<file path="config.mk">
export PLATFORM = sky130hd
export DESIGN_NAME = h264_nal_unit_splitter_core_flat
export DESIGN_NICKNAME = d
export VERILOG_FILES = /design/src/hw/rtl/h264nus_pkg.sv /design/src/hw/rtl/h264nus_if.sv /design/src/hw/rtl/h264nus_front.sv /design/src/hw/rtl/h264nus_queue.sv /design/src/hw/rtl/h264nus_back.sv /design/src/hw/rtl/h264_nal_unit_splitter_core.sv /design/src/flat_wrapper.sv
export SDC_FILE = /design/constraint.sdc
export NUM_CORES = 1
export LEC_CHECK = 0
export ABC_AREA = 1
export BUFFER_PORTS_ARGS = -buffer_cell sky130_fd_sc_hd__buf_2
export CAP_MARGIN = 20
export CORE_ASPECT_RATIO = 2
export CORE_UTILIZATION = 53
export CTS_BUF_LIST = sky130_fd_sc_hd__clkbuf_8 sky130_fd_sc_hd__clkbuf_16
export CTS_CLUSTER_DIAMETER = 150
export DETAILED_ROUTE_END_ITERATION = 12
export MAX_ROUTING_LAYER = met4
export PLACE_DENSITY_LB_ADDON = 0.15
export SLEW_MARGIN = 20
export SYNTH_ARGS = -nofsm -noshare
export SYNTH_HDL_FRONTEND = slang
export SYNTH_HIERARCHICAL = 1
export SYNTH_SLANG_ARGS = --single-unit
</file>
<file path="constraint.sdc">
create_clock -name clk -period 3.8 [get_ports clk]
set_clock_uncertainty 0.1 [all_clocks]
set_input_delay 0 -clock clk [delete_from_list [all_inputs] [get_ports clk]]
set_output_delay 0 -clock clk [all_outputs]
set_load 0.1 [all_outputs]
</file>
<file path="src/hw/rtl/h264nus_pkg.sv">
`default_nettype none

package h264nus_pkg;

  // Width of the length counter; header bits above it are ignored.
  localparam int LENGTH_BITS = 32;

  localparam int BYTE_W = 8;
  localparam int KIND_W = 2;
  localparam int MODE_W = 2;

  // Result kinds.
  localparam logic [KIND_W-1:0] KIND_DATA       = 2'd0;
  localparam logic [KIND_W-1:0] KIND_END        = 2'd1;
  localparam logic [KIND_W-1:0] KIND_BAD_LENGTH = 2'd2;
  localparam logic [KIND_W-1:0] KIND_BAD_UNIT   = 2'd3;

  // Separator modes.
  localparam logic [MODE_W-1:0] MODE_LENGTH = 2'd0;
  localparam logic [MODE_W-1:0] MODE_SHORT  = 2'd1;
  localparam logic [MODE_W-1:0] MODE_LONG   = 2'd2;
  localparam logic [MODE_W-1:0] MODE_BOTH   = 2'd3;

  // Queue between the classifier and the result expander.
  localparam int QUEUE_DEPTH = 4;
  localparam int QPTR_W      = $clog2(QUEUE_DEPTH);
  localparam int QCNT_W      = $clog2(QUEUE_DEPTH + 1);

  // The results of one input byte, in order: an optional end of unit,
  // up to three held zeros, an optional data byte and an optional tail.
  typedef struct packed {
    logic              pre_end;
    logic [1:0]        zeros;
    logic              has_data;
    logic [BYTE_W-1:0] data;
    logic              has_tail;
    logic [KIND_W-1:0] tail_kind;
  } run_t;

  typedef struct packed {
    logic full;
    logic empty;
  } queue_stat_t;

  // True while a run still has a result to deliver.
  function automatic logic run_busy(input run_t r);
    run_busy = r.pre_end | (r.zeros != 2'd0) | r.has_data | r.has_tail;
  endfunction

endpackage

`default_nettype wire

</file>
<file path="src/hw/rtl/h264nus_if.sv">
`default_nettype none

// Input channel: one message byte per beat.
interface h264nus_in_if import h264nus_pkg::*; ();
  logic              valid;
  logic              ready;
  logic [BYTE_W-1:0] data_byte;
  logic              end_of_message;

  modport source (output valid, data_byte, end_of_message, input ready);
  modport sink   (input valid, data_byte, end_of_message, output ready);
endinterface

// Result channel: one result per beat.
interface h264nus_out_if import h264nus_pkg::*; ();
  logic              valid;
  logic              ready;
  logic [KIND_W-1:0] result_kind;
  logic [BYTE_W-1:0] payload_byte;
  logic              last_of_run;

  modport source (output valid, result_kind, payload_byte, last_of_run, input ready);
  modport sink   (input valid, result_kind, payload_byte, last_of_run, output ready);
endinterface

// Configuration channel: writes the separator mode.
interface h264nus_cfg_if import h264nus_pkg::*; ();
  logic              valid;
  logic              ready;
  logic [MODE_W-1:0] separator_mode;

  modport source (output valid, separator_mode, input ready);
  modport sink   (input valid, separator_mode, output ready);
endinterface

`default_nettype wire

</file>
<file path="src/hw/rtl/h264nus_front.sv">
`default_nettype none

module h264nus_front import h264nus_pkg::*; (
  input  logic              clk,
  input  logic              rst_n,
  input  logic              in_valid,
  output logic              in_ready,
  input  logic [BYTE_W-1:0] in_data_byte,
  input  logic              in_end_of_message,
  input  logic              cfg_we,
  input  logic [MODE_W-1:0] cfg_mode,
  input  queue_stat_t       q_stat,
  output logic              q_push,
  output run_t              q_run
);

  logic [MODE_W-1:0]      mode_r;
  logic [1:0]             phase_r, phase_nxt;
  logic                   open_r, open_nxt;
  logic [1:0]             hdr_r, hdr_nxt;
  logic [LENGTH_BITS-1:0] acc_r, acc_nxt;
  logic [LENGTH_BITS-1:0] rem_r, rem_nxt;
  logic                   body_r, body_nxt;

  logic                   accept;
  logic                   want_short, want_long;
  logic                   is_zero, is_one;
  logic                   match, hold;
  logic [1:0]             hold_phase;
  logic [LENGTH_BITS-1:0] len;
  run_t                   run;

  assign in_ready   = !q_stat.full;
  assign accept     = in_valid && in_ready;
  assign want_short = mode_r[0];
  assign want_long  = mode_r[1];
  assign is_zero    = (in_data_byte == 8'h00);
  assign is_one     = (in_data_byte == 8'h01);
  assign len        = {acc_r[LENGTH_BITS-BYTE_W-1:0], in_data_byte};

  // Start code tracking: a candidate continues, completes or fails.
  always_comb begin
    match      = 1'b0;
    hold       = 1'b0;
    hold_phase = 2'd0;
    case (phase_r)
      2'd0: begin
        hold       = is_zero;
        hold_phase = 2'd1;
      end
      2'd1: begin
        hold       = is_zero;
        hold_phase = 2'd2;
      end
      2'd2: begin
        hold       = is_zero && want_long;
        hold_phase = 2'd3;
        match      = is_one && want_short;
      end
      default: begin
        match = is_one && want_long;
      end
    endcase
  end

  // Classify the byte into a run of results and the next state.
  always_comb begin
    run       = '0;
    phase_nxt = phase_r;
    open_nxt  = open_r;
    hdr_nxt   = hdr_r;
    acc_nxt   = acc_r;
    rem_nxt   = rem_r;
    body_nxt  = body_r;

    if (mode_r == MODE_LENGTH) begin
      if (body_r) begin
        run.has_data = 1'b1;
        run.data     = in_data_byte;
        rem_nxt      = rem_r - LENGTH_BITS'(1);
        if (rem_r == LENGTH_BITS'(1)) begin
          run.has_tail  = 1'b1;
          run.tail_kind = KIND_END;
          body_nxt      = 1'b0;
        end else if (in_end_of_message) begin
          run.has_tail  = 1'b1;
          run.tail_kind = KIND_BAD_UNIT;
        end
      end else if (hdr_r == 2'd3) begin
        // Last header byte: the length is complete.
        hdr_nxt = 2'd0;
        acc_nxt = '0;
        if (len == '0) begin
          run.has_tail  = 1'b1;
          run.tail_kind = KIND_END;
        end else begin
          body_nxt = 1'b1;
          rem_nxt  = len;
          if (in_end_of_message) begin
            run.has_tail  = 1'b1;
            run.tail_kind = KIND_BAD_UNIT;
          end
        end
      end else begin
        hdr_nxt = hdr_r + 2'd1;
        acc_nxt = len;
        if (in_end_of_message) begin
          run.has_tail  = 1'b1;
          run.tail_kind = KIND_BAD_LENGTH;
        end
      end
    end else begin
      if (match) begin
        run.pre_end = open_r;
        open_nxt    = 1'b1;
        phase_nxt   = 2'd0;
        if (in_end_of_message) begin
          run.has_tail  = 1'b1;
          run.tail_kind = KIND_END;
        end
      end else if (hold) begin
        phase_nxt = hold_phase;
        if (in_end_of_message && open_r) begin
          run.zeros     = hold_phase;
          run.has_tail  = 1'b1;
          run.tail_kind = KIND_END;
        end
      end else begin
        // The candidate fails: held zeros and this byte are data if a unit is open.
        phase_nxt = 2'd0;
        if (open_r) begin
          run.zeros    = phase_r;
          run.has_data = 1'b1;
          run.data     = in_data_byte;
          if (in_end_of_message) begin
            run.has_tail  = 1'b1;
            run.tail_kind = KIND_END;
          end
        end
      end
    end
  end

  assign q_push = accept && run_busy(run);
  assign q_run  = run;

  // Splitter state; the end of a message and a mode write both clear the parse state; a mode write also loads the mode.
  always_ff @(posedge clk) begin
    if (!rst_n) begin
      mode_r  <= MODE_BOTH;
      phase_r <= 2'd0;
      open_r  <= 1'b0;
      hdr_r   <= 2'd0;
      acc_r   <= '0;
      rem_r   <= '0;
      body_r  <= 1'b0;
    end else if (cfg_we) begin
      mode_r  <= cfg_mode;
      phase_r <= 2'd0;
      open_r  <= 1'b0;
      hdr_r   <= 2'd0;
      acc_r   <= '0;
      rem_r   <= '0;
      body_r  <= 1'b0;
    end else if (accept) begin
      if (in_end_of_message) begin
        phase_r <= 2'd0;
        open_r  <= 1'b0;
        hdr_r   <= 2'd0;
        acc_r   <= '0;
        rem_r   <= '0;
        body_r  <= 1'b0;
      end else begin
        phase_r <= phase_nxt;
        open_r  <= open_nxt;
        hdr_r   <= hdr_nxt;
        acc_r   <= acc_nxt;
        rem_r   <= rem_nxt;
        body_r  <= body_nxt;
      end
    end
  end

endmodule

`default_nettype wire

</file>
<file path="src/hw/rtl/h264nus_queue.sv">
`default_nettype none

module h264nus_queue import h264nus_pkg::*; (
  input  logic        clk,
  input  logic        rst_n,
  input  logic        push,
  input  run_t        push_run,
  input  logic        pop,
  output run_t        head_run,
  output queue_stat_t stat
);

  run_t              slot_r [QUEUE_DEPTH];
  logic [QPTR_W-1:0] wr_ptr_r;
  logic [QPTR_W-1:0] rd_ptr_r;
  logic [QCNT_W-1:0] count_r;

  assign head_run   = slot_r[rd_ptr_r];
  assign stat.full  = (count_r == QCNT_W'(QUEUE_DEPTH));
  assign stat.empty = (count_r == '0);

  // Entry storage.
  always_ff @(posedge clk) begin
    if (push) begin
      slot_r[wr_ptr_r] <= push_run;
    end
  end

  // Pointers and fill count.
  always_ff @(posedge clk) begin
    if (!rst_n) begin
      wr_ptr_r <= '0;
      rd_ptr_r <= '0;
      count_r  <= '0;
    end else begin
      if (push) begin
        wr_ptr_r <= wr_ptr_r + QPTR_W'(1);
      end
      if (pop) begin
        rd_ptr_r <= rd_ptr_r + QPTR_W'(1);
      end
      if (push && !pop) begin
        count_r <= count_r + QCNT_W'(1);
      end else if (pop && !push) begin
        count_r <= count_r - QCNT_W'(1);
      end
    end
  end

endmodule

`default_nettype wire

</file>
<file path="src/hw/rtl/h264nus_back.sv">
`default_nettype none

module h264nus_back import h264nus_pkg::*; (
  input  logic              clk,
  input  logic              rst_n,
  input  run_t              head_run,
  input  queue_stat_t       q_stat,
  output logic              q_pop,
  output logic              out_valid,
  input  logic              out_ready,
  output logic [KIND_W-1:0] out_result_kind,
  output logic [BYTE_W-1:0] out_payload_byte,
  output logic              out_last_of_run
);

  run_t              cur_r, cur_nxt;
  logic              cur_vld_r, cur_vld_nxt;
  logic              out_vld_r, out_vld_nxt;
  logic [KIND_W-1:0] kind_r;
  logic [BYTE_W-1:0] byte_r;
  logic              last_r;

  run_t              src;
  logic              src_vld;
  logic              fire;
  logic [KIND_W-1:0] kind;
  logic [BYTE_W-1:0] pbyte;

  assign src     = cur_vld_r ? cur_r : head_run;
  assign src_vld = cur_vld_r || !q_stat.empty;
  assign fire    = src_vld && (!out_vld_r || out_ready);
  assign q_pop   = fire && !cur_vld_r;

  // Take the next result off the front of the run.
  always_comb begin
    cur_nxt = src;
    kind    = KIND_DATA;
    pbyte   = '0;
    if (src.pre_end) begin
      kind            = KIND_END;
      cur_nxt.pre_end = 1'b0;
    end else if (src.zeros != 2'd0) begin
      cur_nxt.zeros = src.zeros - 2'd1;
    end else if (src.has_data) begin
      pbyte            = src.data;
      cur_nxt.has_data = 1'b0;
    end else begin
      kind             = src.tail_kind;
      cur_nxt.has_tail = 1'b0;
    end
  end

  assign cur_vld_nxt = fire ? run_busy(cur_nxt) : cur_vld_r;
  assign out_vld_nxt = fire || (out_vld_r && !out_ready);

  // Control state.
  always_ff @(posedge clk) begin
    if (!rst_n) begin
      cur_vld_r <= 1'b0;
      out_vld_r <= 1'b0;
    end else begin
      cur_vld_r <= cur_vld_nxt;
      out_vld_r <= out_vld_nxt;
    end
  end

  // Remaining run and the output register.
  always_ff @(posedge clk) begin
    if (fire) begin
      cur_r  <= cur_nxt;
      kind_r <= kind;
      byte_r <= pbyte;
      last_r <= !run_busy(cur_nxt);
    end
  end

  assign out_valid        = out_vld_r;
  assign out_result_kind  = kind_r;
  assign out_payload_byte = byte_r;
  assign out_last_of_run  = last_r;

endmodule

`default_nettype wire

</file>
<file path="src/hw/rtl/h264_nal_unit_splitter_core.sv">
`default_nettype none

// Channel   Dir  Beat carries
// in_bus    in   data_byte, end_of_message
// out_bus   out  result_kind, payload_byte, last_of_run
// cfg_bus   in   separator_mode (always ready)
//
// A byte is taken every cycle while the four-entry run queue has room; each
// byte yields zero to five results, which pass through a run queue slot and
// the output register and leave at one result per cycle while out_bus is ready.
// Reset is synchronous; it sets the mode to both start codes and empties
// the queue. An output stall backs up the queue, then stalls the input.

module h264_nal_unit_splitter_core import h264nus_pkg::*; (
  input  logic              clk,
  input  logic              rst_n,
  h264nus_in_if.sink        in_bus,
  h264nus_out_if.source     out_bus,
  h264nus_cfg_if.sink       cfg_bus
);

  queue_stat_t q_stat;
  logic        q_push;
  logic        q_pop;
  run_t        q_run;
  run_t        head_run;
  logic        cfg_we;

  assign cfg_bus.ready = 1'b1;
  assign cfg_we        = cfg_bus.valid;

  // Classifier and splitter state.
  h264nus_front u_front (
    .clk               (clk),
    .rst_n             (rst_n),
    .in_valid          (in_bus.valid),
    .in_ready          (in_bus.ready),
    .in_data_byte      (in_bus.data_byte),
    .in_end_of_message (in_bus.end_of_message),
    .cfg_we            (cfg_we),
    .cfg_mode          (cfg_bus.separator_mode),
    .q_stat            (q_stat),
    .q_push            (q_push),
    .q_run             (q_run)
  );

  // Run queue.
  h264nus_queue u_queue (
    .clk      (clk),
    .rst_n    (rst_n),
    .push     (q_push),
    .push_run (q_run),
    .pop      (q_pop),
    .head_run (head_run),
    .stat     (q_stat)
  );

  // Result expander and output register.
  h264nus_back u_back (
    .clk              (clk),
    .rst_n            (rst_n),
    .head_run         (head_run),
    .q_stat           (q_stat),
    .q_pop            (q_pop),
    .out_valid        (out_bus.valid),
    .out_ready        (out_bus.ready),
    .out_result_kind  (out_bus.result_kind),
    .out_payload_byte (out_bus.payload_byte),
    .out_last_of_run  (out_bus.last_of_run)
  );

`ifndef SYNTHESIS
  // A run is never written into a full queue.
  a_no_push_full: assert property (@(posedge clk) disable iff (!rst_n)
    q_push |-> !q_stat.full)
    else $error("run pushed into a full queue");

  // The expander never pops an empty queue.
  a_no_pop_empty: assert property (@(posedge clk) disable iff (!rst_n)
    q_pop |-> !q_stat.empty)
    else $error("run popped from an empty queue");

  // Only data beats carry a byte.
  a_payload_zero: assert property (@(posedge clk) disable iff (!rst_n)
    (out_bus.valid && out_bus.result_kind != KIND_DATA) |-> out_bus.payload_byte == 8'h00)
    else $error("non-data result carries a payload byte");

  // Reset leaves the queue empty and the output idle.
  a_reset_idle: assert property (@(posedge clk)
    !rst_n |=> (q_stat.empty && !out_bus.valid))
    else $error("queue or output busy after reset");
`endif

endmodule

`default_nettype wire
</file>
<file path="src/flat_wrapper.sv">
// flat-port wrapper written by rule: the top's interface ports become plain ports
module h264_nal_unit_splitter_core_flat import h264nus_pkg::*;
  (clk, rst_n, in_bus_valid, in_bus_data_byte, in_bus_end_of_message, in_bus_ready, out_bus_valid, out_bus_result_kind, out_bus_payload_byte, out_bus_last_of_run, out_bus_ready, cfg_bus_valid, cfg_bus_separator_mode, cfg_bus_ready);
  h264nus_in_if in_bus_i ();
  h264nus_out_if out_bus_i ();
  h264nus_cfg_if cfg_bus_i ();
  input  logic clk;
  input  logic rst_n;
  input wire logic [$bits(in_bus_i.valid)-1:0] in_bus_valid;
  input wire logic [$bits(in_bus_i.data_byte)-1:0] in_bus_data_byte;
  input wire logic [$bits(in_bus_i.end_of_message)-1:0] in_bus_end_of_message;
  output wire logic [$bits(in_bus_i.ready)-1:0] in_bus_ready;
  output wire logic [$bits(out_bus_i.valid)-1:0] out_bus_valid;
  output wire logic [$bits(out_bus_i.result_kind)-1:0] out_bus_result_kind;
  output wire logic [$bits(out_bus_i.payload_byte)-1:0] out_bus_payload_byte;
  output wire logic [$bits(out_bus_i.last_of_run)-1:0] out_bus_last_of_run;
  input wire logic [$bits(out_bus_i.ready)-1:0] out_bus_ready;
  input wire logic [$bits(cfg_bus_i.valid)-1:0] cfg_bus_valid;
  input wire logic [$bits(cfg_bus_i.separator_mode)-1:0] cfg_bus_separator_mode;
  output wire logic [$bits(cfg_bus_i.ready)-1:0] cfg_bus_ready;
  assign in_bus_i.valid = in_bus_valid;
  assign in_bus_i.data_byte = in_bus_data_byte;
  assign in_bus_i.end_of_message = in_bus_end_of_message;
  assign in_bus_ready = in_bus_i.ready;
  assign out_bus_valid = out_bus_i.valid;
  assign out_bus_result_kind = out_bus_i.result_kind;
  assign out_bus_payload_byte = out_bus_i.payload_byte;
  assign out_bus_last_of_run = out_bus_i.last_of_run;
  assign out_bus_i.ready = out_bus_ready;
  assign cfg_bus_i.valid = cfg_bus_valid;
  assign cfg_bus_i.separator_mode = cfg_bus_separator_mode;
  assign cfg_bus_ready = cfg_bus_i.ready;
  h264_nal_unit_splitter_core u_core (.clk(clk), .rst_n(rst_n), .in_bus(in_bus_i), .out_bus(out_bus_i), .cfg_bus(cfg_bus_i));
endmodule
</file>
==> flow_metrics.tcl <==
set metrics [dict create \
    drive_gt1_frac 0.127 \
    slew_headroom 0.490 \
    diodes 0 \
    cp_cell_sequence "inv_1, ha_1, nor2_1, nand2_1, nor2_1, nand2_1, nand2_1, nand2_1, nand2_1, nand2_1, nand3_1, nand2_1, inv_1, ha_1, inv_1, fa_1, inv_1, nand2_1, nand3_1, nand2_1, inv_1, nor2_1" \
    slew_violations 0 \
    drt_first_pass_iters 5 \
    synth_cell_types 47 \
    worstMarginPinSlew_ns 0.762 \
    die_height_um 179 \
    p_leak_nw 3.95 \
    async_reset_ff_frac 0 \
    rr_startpoint "u_core/u_front/phase_r[1]" \
    num_vias 6969 \
    core_area_um2 15300 \
    rsz0062_at_grt "no" \
    dp_hpwl_mm 16.0 \
    hold_end "u_core/u_front/phase_r[1]" \
    yosysWarnings 6 \
    hp-class "in2reg" \
    ir_drop_v 0.000360 \
    crit_family "simple AND/OR/NAND/NOR gates" \
    worst-path-buf-inv 5 \
    syn_inst 1021 \
    synth_top_area_frac 0.307 \
    setup-tns-final_ns 0 \
    hold_viol 0 \
    drc 0 \
    finalCritPeriodShare 0.817 \
    cp.required_ns 4.02 \
    drt_first_iter_violations 357 \
    ioPinCount 30 \
    cp-start-kind "flop" \
    via_per_inst 5.50 \
    grt_pass1_wl_mm 34.9 \
    synth_seq_cells 160 \
    cts_root_buf "clkbuf_16" \
    cts_buffer_depth 2 \
    synth_nets 1050 \
    synth_edf_count 85 \
    cts_tree "done" \
    status "complete, no violations" \
    max_stage_delay_ns 0.39 \
    clkSinkCount 160 \
    row_count 64 \
    r2r_end "u_core/u_queue/count_r[2]" \
    synth_largest_area_cell "edfxtp_1" \
    routed_wl_mm 21.9 \
    antenna_found_initial 0 \
    fin_area_um2 9320 \
    cp_common_cell "nand2_1" \
    endpoint_kind "flop" \
    power_mw 6.28 \
    cts_resized 0 \
    final_antenna_net_count 0 \
    wl_per_cell_um 17.3 \
    initial_core_util 0.544 \
    fp.dieArea_um2 16200 \
    final_core_util 0.609 \
    whs_ns 0.0241 \
    synth_top_flop_cell "edfxtp_1" \
    yosysSeqAreaShare 0.487 \
    powerDensity_nw_per_um2 674 \
    grt_max_degree 49 \
    track_usage 0.295 \
    yosys-top-cells-area "edfxtp_1 (31%), dfxtp_1 (18%), nor2_1 (8.6%)" \
    grt_pass1_vias 6879 \
    cp.arrival_ns 3.33 \
    cts_htree_levels 4 \
    cp_slowest_cell "dfxtp_1" \
    synthesis.area_um2 8320 \
    maxCapViolations 0 \
    synth.avg_cell_area_um2 8.15 \
    placed_area_um2 8530 \
    finalSetupViolations 0 \
    crit_fanout 6 \
    rrSetupSlack_ns 0.70 \
    die_w_um 90.6 \
    reg2reg_depth 22 \
    cts_buffers 17 \
    hold_depth 5 \
    worst_hold_startpoint "in_bus_valid" \
    portBuffers 28 \
    place_congestion 1.00 \
    period_needed_ns 3.10 \
    critical_path_class "reg2reg" \
    insertion_delay_ns 0.43 \
    crit_cells 22 \
    fmax_mhz 322 \
    clk_pin_slew_ns 0.06 \
    grt_overflow_total 0 \
    syn_to_final_growth_pct 11.9 \
    nets 1084 \
]
worst min-delay path: stages:
cell and delay (ns):
buf_2 0.09, inv_1 0.05, nor2_2 0.06, o21ai_0 0.17
a211oi_1 0.11
worst max-delay path by stage:
| stage | end | slack, ns | startpoint |
|---|---|---|---|
| after floorplan | u_core/u_queue/count_r[2] | 0.96 | u_core/u_back/out_valid |
| after global placement | u_core/u_queue/count_r[2] | 0.81 | u_core/u_front/phase_r[1] |
| after global routing | u_core/u_queue/count_r[2] | 0.45 | u_core/u_front/phase_r[1] |
| after CTS | u_core/u_queue/count_r[2] | 0.72 | u_core/u_front/phase_r[1] |
| final | u_core/u_queue/count_r[2] | 0.70 | u_core/u_front/phase_r[1] |
| after detailed placement | u_core/u_queue/count_r[2] | 0.75 | u_core/u_front/phase_r[1] |
placed cells by master (no fill, tap or decap), types with 5 or more instances in the layout:
cell type and n:
or2_0 6, buf_4 9, o21ai_1 31, inv_1 119
inv_2 5, o21ai_0 38, dfxtp_1 75, a211oi_1 17
o21ai_2 12, o22ai_1 5, dlygate4sd3_1 17, o211ai_1 6
nand3_1 47, inv_6 5, clkbuf_16 17, a21oi_1 81
buf_2 28, nand2_1 169, xor2_1 6, ha_1 12
nor2_1 191, nand4_1 12, nand2_2 11, o22ai_2 10
nor2_2 7, edfxtp_1 85
metal layers:
metal  GRT usage  vias to the layer above  share of wire
met5           -                        -              0
met4       0.249                        0          0.082
met3      0.0373                       83          0.034
met2       0.546                      202           0.55
met1       0.262                     3236           0.33
li1            -                     3448              -
layout make-up:
class                   count  area, um^2
clock inverters            15         198
inverters                 126         484
repair buffers             54         378
flip-flops and latches    160        4050
clock buffers              17         425
well taps                 198         248
fillers                  1388        5980
multi-input cells         696        3530
flip-flops by register name (all words and copies together) (netlist names), named ones only:
register                        flops
u_core/u_queue/slot_r              60
u_core/u_front/rem_r               32
u_core/u_front/acc_r               24
u_core/u_back/cur_r                14
u_core/u_back/out_payload_byte      8
u_core/u_queue/count_r              3
u_core/u_back/out_result_kind       2
u_core/u_front/hdr_r                2
u_core/u_front/mode_r               2
u_core/u_front/phase_r              2
u_core/u_queue/rd_ptr_r             2
u_core/u_queue/wr_ptr_r             2
u_core/u_back/cur_vld_r             1
u_core/u_back/out_last_of_run       1
u_core/u_back/out_valid             1
u_core/u_front/body_r               1
u_core/u_front/open_r               1
report_power, final:
group	switching (mW)	internal (mW)
clock	0.749	1.06
combinational	1.68	0.567
sequential	0.0968	2.14
total	2.52	3.76
metrics by stage:
step | worst slack, ns | std cells
5_1_grt | 0.450 | 1266
4_1_cts | 0.722 | 1266
6_report | 0.696 | 1266
3_3_place_gp | 0.815 | 1217
2_1_floorplan | 0.963 | 1021
3_5_place_dp | 0.747 | 1217
cells by family after synthesis:
group	after synthesis	synth area share
buffers and inverters	165	0.0890
AOI/OAI and AO/OA	211	0.157
xor gates and xnor gates	6	0.00631
adders and majority gates	13	0.0204
and+or+nand+nor	465	0.239
DFF	160	0.487
other	1	0.000450
timing repair:
| item | 4_1_cts | 5_1_grt |
|---|---|---|
| hold buffers | 17 | 0 |
| buffers inserted | 0 | 0 |
| hold endpoints to repair | 55 | 0 |
cells in the mapped netlist (2+ instances only):
master,n
o21ai_0,38
nor2_1,191
a21oi_4,2
nand2_4,2
nor2_4,2
or2_1,4
buf_2,7
o21ai_2,12
clkbuf_1,15
nor2_2,7
nand2_1,170
xor2_1,6
a21oi_1,81
or2_0,6
nand3_2,4
dfxtp_1,75
nand3_1,47
o211ai_1,6
buf_4,5
inv_2,5
o22ai_1,5
o21ai_1,31
nand2_2,10
inv_1,118
nand4_1,12
a211oi_2,4
buf_6,11
nor3_1,4
ha_1,12
or2_2,3
edfxtp_1,85
o22ai_2,10
a211oi_1,17
(Power assumes the default switching activity.)
